`src/rtl/bps_pkg.sv`:
```
// shared types and constants of the block parity bit scrambler
// no dependencies; used by bps_core and block_parity_bit_scrambler_top
`default_nettype none

package bps_pkg;

    // default for the largest block the datapath is sized for
    localparam int MAX_BLOCK_DEF = 64;

    // configuration port layout
    localparam int BLOCK_SIZE_W = 7;
    localparam int CFG_IDX_W    = 1;
    localparam int CFG_DATA_W   = BLOCK_SIZE_W;

    localparam logic [CFG_IDX_W-1:0] CFG_BLOCK_SIZE = 1'b0;
    localparam logic [CFG_IDX_W-1:0] CFG_DIRECTION  = 1'b1;

    localparam logic [BLOCK_SIZE_W-1:0] BLOCK_SIZE_RST = 7'd4;
    localparam logic                    DIR_ENCODE     = 1'b0;
    localparam logic                    DIR_DECODE     = 1'b1;

    // inversion rule chosen for a block from the previous block's counts
    typedef enum logic [1:0] {
        RULE_ALL   = 2'd0,
        RULE_ODD   = 2'd1,
        RULE_THIRD = 2'd2
    } t_rule;

endpackage

`default_nettype wire

```
`src/rtl/bps_core.sv`:
```
// per-bit scrambling state: block position, ones count and block rule
// depends on bps_pkg
`default_nettype none

module bps_core #(
    parameter int MAX_BLOCK = bps_pkg::MAX_BLOCK_DEF,
    parameter int EW        = 7
) (
    input  wire logic          i_clk,
    input  wire logic          i_rst_n,
    input  wire logic          i_en,
    input  wire logic          i_data_bit,
    input  wire logic          i_start_of_message,
    input  wire logic [EW-1:0] i_size,
    input  wire logic          i_direction,
    output logic               o_out_bit
);

    localparam int PosW = (MAX_BLOCK > 1) ? $clog2(MAX_BLOCK) : 1;
    localparam int CntW = $clog2(MAX_BLOCK + 1);
    localparam int PW   = ((PosW + 1) > EW) ? (PosW + 1) : EW;
    localparam int TW   = ((CntW + 1) > EW) ? (CntW + 1) : EW;

    logic [PosW-1:0]    r_pos, n_pos, c_pos;
    logic [1:0]         r_mod3, n_mod3, c_mod3;
    logic [CntW-1:0]    r_ones, n_ones, c_ones;
    bps_pkg::t_rule     r_rule, n_rule, c_rule;
    logic               flip;
    logic               dout;
    logic               block_end;
    logic [TW-1:0]      twice;
    logic [TW-1:0]      size_t;

    // state as seen by this bit, after a possible message restart
    always_comb begin
        if (i_start_of_message) begin
            c_pos  = '0;
            c_mod3 = 2'd0;
            c_ones = '0;
            c_rule = bps_pkg::RULE_ALL;
        end else begin
            c_pos  = r_pos;
            c_mod3 = r_mod3;
            c_ones = r_ones;
            c_rule = r_rule;
        end
    end

    // inversion pattern for the current position
    always_comb begin
        unique case (c_rule)
            bps_pkg::RULE_ODD:   flip = c_pos[0];
            bps_pkg::RULE_THIRD: flip = (i_size >= EW'(3)) && (c_mod3 == 2'd1);
            default:             flip = 1'b1;
        endcase
    end

    assign dout      = i_data_bit ^ flip;
    assign n_ones    = c_ones + CntW'((i_direction == bps_pkg::DIR_DECODE) ? dout : i_data_bit);
    assign block_end = (PW'(c_pos) + PW'(1)) >= PW'(i_size);
    assign twice     = TW'({n_ones, 1'b0});
    assign size_t    = TW'(i_size);

    // block close picks the next rule, otherwise advance the position
    always_comb begin
        if (block_end) begin
            n_pos  = '0;
            n_mod3 = 2'd0;
            if (twice == size_t) begin
                n_rule = bps_pkg::RULE_ALL;
            end else if (twice < size_t) begin
                n_rule = bps_pkg::RULE_ODD;
            end else begin
                n_rule = bps_pkg::RULE_THIRD;
            end
        end else begin
            n_pos  = c_pos + PosW'(1);
            n_mod3 = (c_mod3 >= 2'd2) ? 2'd0 : c_mod3 + 2'd1;
            n_rule = c_rule;
        end
    end

    // state registers, updated once per transfer
    always_ff @(posedge i_clk) begin
        if (!i_rst_n) begin
            r_pos  <= '0;
            r_mod3 <= 2'd0;
            r_ones <= '0;
            r_rule <= bps_pkg::RULE_ALL;
        end else if (i_en) begin
            r_pos  <= n_pos;
            r_mod3 <= n_mod3;
            r_ones <= block_end ? '0 : n_ones;
            r_rule <= n_rule;
        end
    end

    assign o_out_bit = dout;

endmodule

`default_nettype wire

```
`src/rtl/block_parity_bit_scrambler_top.sv`:
```
// Block parity bit scrambler, top level.
// Input channel i_valid/o_ready carries one message bit and a start mark per
// transfer; output channel o_valid/i_ready returns one scrambled bit for each.
// Configuration channel i_cfg_valid/o_cfg_ready writes block_size (index 0)
// or direction (index 1); it is always ready. Writes must be made while idle,
// which the block does not enforce. A bit accepted into the input register
// passes through the scramble logic into the output register, which shows it.
// Throughput: one bit per cycle while the output is not stalled; the running
// block state closes its loop through the core's state registers.
// A stalled receiver holds the output register; one more bit can wait in the
// input register, after which o_ready drops until the output drains.
// Reset clears both registers' valid flags, sets block size 4, encode mode,
// and starts a fresh message with every bit of the first block inverted.
// Depends on bps_pkg and bps_core.
`default_nettype none

module block_parity_bit_scrambler_top #(
    parameter int MAX_BLOCK = bps_pkg::MAX_BLOCK_DEF
) (
    input  wire logic                           i_clk,
    input  wire logic                           i_rst_n,
    // configuration
    input  wire logic                           i_cfg_valid,
    output logic                                o_cfg_ready,
    input  wire logic [bps_pkg::CFG_IDX_W-1:0]  i_cfg_index,
    input  wire logic [bps_pkg::CFG_DATA_W-1:0] i_cfg_data,
    // input bits
    input  wire logic                           i_valid,
    output logic                                o_ready,
    input  wire logic                           i_data_bit,
    input  wire logic                           i_start_of_message,
    // output bits
    output logic                                o_valid,
    input  wire logic                           i_ready,
    output logic                                o_out_bit
);

    localparam int CntW = $clog2(MAX_BLOCK + 1);
    localparam int EW   = (CntW > bps_pkg::BLOCK_SIZE_W) ? CntW : bps_pkg::BLOCK_SIZE_W;

    logic [bps_pkg::BLOCK_SIZE_W-1:0] r_block_size;
    logic                             r_direction;
    logic                             r_in_valid;
    logic                             r_in_bit;
    logic                             r_in_som;
    logic                             r_out_valid;
    logic                             r_out_bit;
    logic [EW-1:0]                    size_ext;
    logic [EW-1:0]                    size_eff;
    logic                             advance;
    logic                             core_bit;

    // configuration registers
    assign o_cfg_ready = 1'b1;

    always_ff @(posedge i_clk) begin
        if (!i_rst_n) begin
            r_block_size <= bps_pkg::BLOCK_SIZE_RST;
            r_direction  <= bps_pkg::DIR_ENCODE;
        end else if (i_cfg_valid) begin
            unique case (i_cfg_index)
                bps_pkg::CFG_BLOCK_SIZE: r_block_size <= i_cfg_data;
                bps_pkg::CFG_DIRECTION:  r_direction  <= i_cfg_data[0];
                default:                 r_direction  <= r_direction;
            endcase
        end
    end

    // effective block size: zero acts as one, saturate at the maximum
    assign size_ext = EW'(r_block_size);
    always_comb begin
        if (size_ext == '0) begin
            size_eff = EW'(1);
        end else if (size_ext > EW'(MAX_BLOCK)) begin
            size_eff = EW'(MAX_BLOCK);
        end else begin
            size_eff = size_ext;
        end
    end

    // handshake: stage moves when the output register is free or draining
    assign advance = r_in_valid && (!r_out_valid || i_ready);
    assign o_ready = !r_in_valid || advance;

    // input register
    always_ff @(posedge i_clk) begin
        if (!i_rst_n) begin
            r_in_valid <= 1'b0;
        end else if (o_ready) begin
            r_in_valid <= i_valid;
        end
    end

    always_ff @(posedge i_clk) begin
        if (o_ready && i_valid) begin
            r_in_bit <= i_data_bit;
            r_in_som <= i_start_of_message;
        end
    end

    // scrambling state and per-bit logic
    bps_core #(
        .MAX_BLOCK (MAX_BLOCK),
        .EW        (EW)
    ) u_core (
        .i_clk              (i_clk),
        .i_rst_n            (i_rst_n),
        .i_en               (advance),
        .i_data_bit         (r_in_bit),
        .i_start_of_message (r_in_som),
        .i_size             (size_eff),
        .i_direction        (r_direction),
        .o_out_bit          (core_bit)
    );

    // output register
    always_ff @(posedge i_clk) begin
        if (!i_rst_n) begin
            r_out_valid <= 1'b0;
        end else if (advance) begin
            r_out_valid <= 1'b1;
        end else if (i_ready) begin
            r_out_valid <= 1'b0;
        end
    end

    always_ff @(posedge i_clk) begin
        if (advance) begin
            r_out_bit <= core_bit;
        end
    end

    assign o_valid   = r_out_valid;
    assign o_out_bit = r_out_bit;

endmodule

`default_nettype wire
```
`config.mk`:
```
export PLATFORM = sky130hd
export DESIGN_NAME = block_parity_bit_scrambler_top
export DESIGN_NICKNAME = d
export VERILOG_FILES = /design/src/rtl/bps_pkg.sv /design/src/rtl/bps_core.sv /design/src/rtl/block_parity_bit_scrambler_top.sv
export SDC_FILE = /design/constraint.sdc
export NUM_CORES = 1
export LEC_CHECK = 0
export BUFFER_PORTS_ARGS = -buffer_cell sky130_fd_sc_hd__buf_2
export CAP_MARGIN = 20
export CELL_PAD_IN_SITES_DETAIL_PLACEMENT = 0
export CELL_PAD_IN_SITES_GLOBAL_PLACEMENT = 2
export CORE_MARGIN = 1
export CORE_UTILIZATION = 33
export CTS_CLUSTER_DIAMETER = 100
export DETAILED_ROUTE_END_ITERATION = 10
export PLACE_DENSITY = 0.72
export SYNTH_ARGS = -nofsm -noshare
export SYNTH_HDL_FRONTEND = slang
export SYNTH_SLANG_ARGS = --single-unit
```
`constraint.sdc`:
```
create_clock -name i_clk -period 3.2 [get_ports i_clk]
set_clock_uncertainty 0.05 [all_clocks]
set_input_delay 0.96 -clock i_clk [delete_from_list [all_inputs] [get_ports i_clk]]
set_output_delay 0.96 -clock i_clk [all_outputs]
set_load 0.01 [all_outputs]
```
==> metrics.txt <==
Cell Pwr Density 370.3 nW/um^2; Cell Area, Synth 1782 sq um; detailed placement HPWL 3075 um; gr ovfl total 0; synthesized instance count 191; reg2reg setup slack -0.07 ns; Clock Pin Slew Worst Setup and Hold Paths 0.06 ns; max-capacitance violation count 0; critical path endpoint category flip-flop; Critical Path End u_core.r_rule[0]; Yosys top cell area share 30.34%; Seq cells post-synth 30; crit path from r_block_size[6]; site row count 26; Core ar. 5140 sq um; Max VDD drop 0.1763 mV; IO Port Bufs 17; dpl ws -0.1346 ns; Setup CP Type reg2reg; Post-Synth Simple-Gate Area 21.77%; Routed WL per cell 13.50 um; CTS Buf Count 5; Global Route Usage Sum 16.13%; Final Cycle Share 102.3%; Critical Path Start Type flip-flop; Antenna diodes 0; Synth Warn # 0; antenna violations before repair 0; number of routed nets with antenna violations 0; largest family of logic cells by synthesized area simple AND/OR/NAND/NOR gates; met1 Track Usage GR 20.94%; Mean Syn Cell Area 9.328 sq um; DRT Wirelength 4022 um; # fillers 537; ys async rst share 0%; endpoints failing hold 0; final max-slew violation count 0; Die Y 75.48 um; post-synthesis cell type count 42; GP Congestion 0.8099; Clock Path Buffers 2; GR met3 Demand/Resource 3.968%; adder-cell share of the synthesized area 13.34%; fmax 305.4 MHz; DP Cell Count 285; critical path arrival 3.43 ns; first-pass GRT wire length 6651 um; sequential area share after synthesis 35.39%; Critical Path RT 3.36 ns; Synth Area in XOR/XNOR 4.424%; Die ar. 5697 sq um; routed vias/inst 4.829; mux share of post-synthesis cell area 2.809%; slew margin rel. 51.30%; failing checks setup timing; Worst Hold Slack 0.4238 ns; HP Class reg2reg; DR iter-0 viols 31; Ports 19; CTS Sinks 30; Reg2Reg Launch Point r_block_size[6]; ys flop type dfxtp_1; Synth area leader dfxtp_1; reg-to-reg endpoint u_core.r_rule[0]; # hold bufs at CTS 0; Area Growth Syn to Fin 27.81%; Die W 75.48 um; clock root buffer clkbuf_8; worst r2r path cells 16; drt first pass iters 4; via count of the routed design 1439; total power 843.3 uW; final non-filler cell total 298; H-tree Lvls 2; largest net degree at the start of global routing 16; compound-cell area share of the yosys netlist 19.17%; number of synthesized flops with an enable pin 3; Lkg Pwr 0.0009636 uW; Nets 262; initial core utilization 34.66%; syn nets 225; outcome finished with violations; fin crit period 3.275 ns; largest cells by area after synthesis dfxtp_1 (30%), ha_1 (13%), a22o_1 (6.4%); worst skew pair latency 0.28 ns; CTS tree done; met2 Use GR 26.19%; gr busiest metal met2; share of layout cells above drive strength 1 29.82%; DRC 0; worst slew pin tran 0.7290 ns; Final setup viols 2; RSZ-0062 raised after global routing yes; vias in the first global route 1371; final worst slack -0.07489 ns; crit-path max FO 2
-- state kept, by name (all words and copies together), names as in the netlist --
| register | flops |
|---|---|
| r_in_valid | 1 |
| o_valid | 1 |
| u_core.r_ones | 7 |
| r_in_som | 1 |
| u_core.r_mod3 | 2 |
| o_out_bit | 1 |
| u_core.r_pos | 6 |
| u_core.r_rule | 2 |
| r_direction | 1 |
| r_block_size | 7 |
| r_in_bit | 1 |
-- cell families after synthesis --
kind of cell	after synthesis
compound gates	44
xor+xnor	9
fa+ha+maj	19
buf+inv	12
flops	30
mux	5
other cells	1
simple gates	71
-- worst max-delay path, stage by stage (launching register included) --
cell and delay, ns:
dfxtp_1 0.31, or4_4 0.56, nor3_4 0.22, o41ai_4 0.10, nand2_1 0.12, xnor2_2 0.15, ha_2 0.22, ha_4 0.14
nand3_4 0.08, xor2_2 0.15, nor2_1 0.14, ha_1 0.26, a21o_1 0.16, a21oi_1 0.11, o21ai_1 0.09, nand4bb_1 0.19
a31oi_1 0.17
-- per-layer routing --
layer  vias to the layer above  share of wire [%]
met4                         0               0.90
met3                         4                3.1
met2                        23                 48
met1                       654                 48
met5                         -                  0
li1                        758                  -
-- how the worst min path moves through the flow --
| stage | startpoint | to | slack (ns) | cells past startpoint |
|---|---|---|---|---|
| after detailed placement | u_core.r_ones[0] | u_core.r_ones[0] | 0.42 | 1 |
| final | u_core.r_ones[0] | u_core.r_ones[0] | 0.42 | 1 |
| after global placement | u_core.r_ones[0] | u_core.r_ones[0] | 0.40 | 1 |
| after CTS | u_core.r_ones[0] | u_core.r_ones[0] | 0.43 | 1 |
| after global routing | u_core.r_ones[0] | u_core.r_ones[0] | 0.48 | 1 |
| after floorplan | u_core.r_ones[0] | u_core.r_ones[0] | 0.38 | 1 |
-- what timing repair did --
item / 4_1_cts / 5_1_grt
pin swaps: 3 / 9
gates resized for setup: 6 / 7
endpoints found under the setup margin: 2 / 14
buffers inserted: 3 / 3
-- placed cells by master (no fill, tap or decap), types with 2 or more instances in the layout --
cell type and instances:
a2111oi_2 2, a21o_1 4, a21oi_1 7, a22o_1 13, a31oi_1 2, buf_2 17, buf_4 21, clkbuf_8 6
dfxtp_1 27, edfxtp_1 3, ha_1 15, ha_2 2, ha_4 2, inv_1 3, mux2i_1 5, nand2_1 16
nand2b_1 3, nand2b_4 2, nand3_1 8, nor2_1 9, nor2b_1 16, o21a_1 2, o21ai_0 5, or2_2 2
or3_1 2, or4_4 2, xnor2_1 2, xor2_1 5
-- synthesized netlist by cell type, types with 5 or more instances --
library cell	n
dfxtp_1	27
ha_1	19
nand2_1	17
nor2b_1	16
a22o_1	13
nand3_1	9
nor2_1	9
a21oi_1	8
o21ai_0	6
xor2_1	6
clkbuf_1	5
mux2i_1	5
nand2b_1	5
-- layout make-up --
class,instances,area (sq um),share of cell area [%]
multi-input cells,149,1215,53.35
flip-flops and latches,30,630.6,27.69
repair buffers,38,242.7,10.66
well taps,70,87.58,3.846
clock buffers,7,86.33,3.791
inverters,4,15.01,0.6593
-- report_power, final --
| group | switching [uW] | leakage (uW) | internal, uW |
|---|---|---|---|
| clock | 135 | 0.0000443 | 170 |
| combinational | 67.1 | 0.000671 | 65.0 |
| sequential | 11.2 | 0.000249 | 394 |
| total | 214 | 0.000964 | 630 |
-- metrics by stage --
stage | cell area, sq um | utilization (%) | TNS, ns
after floorplan | 1842 | - | -0.008525
after global placement | 2081 | 40.48 | -0.04388
after detailed placement | 2081 | 40.48 | -0.2431
after CTS | 2217 | 43.14 | -0.1183
after global routing | 2277 | 44.30 | -0.6626
final | 2277 | 44.30 | -0.1309
Note: power is estimated with default switching activity, not from simulation.
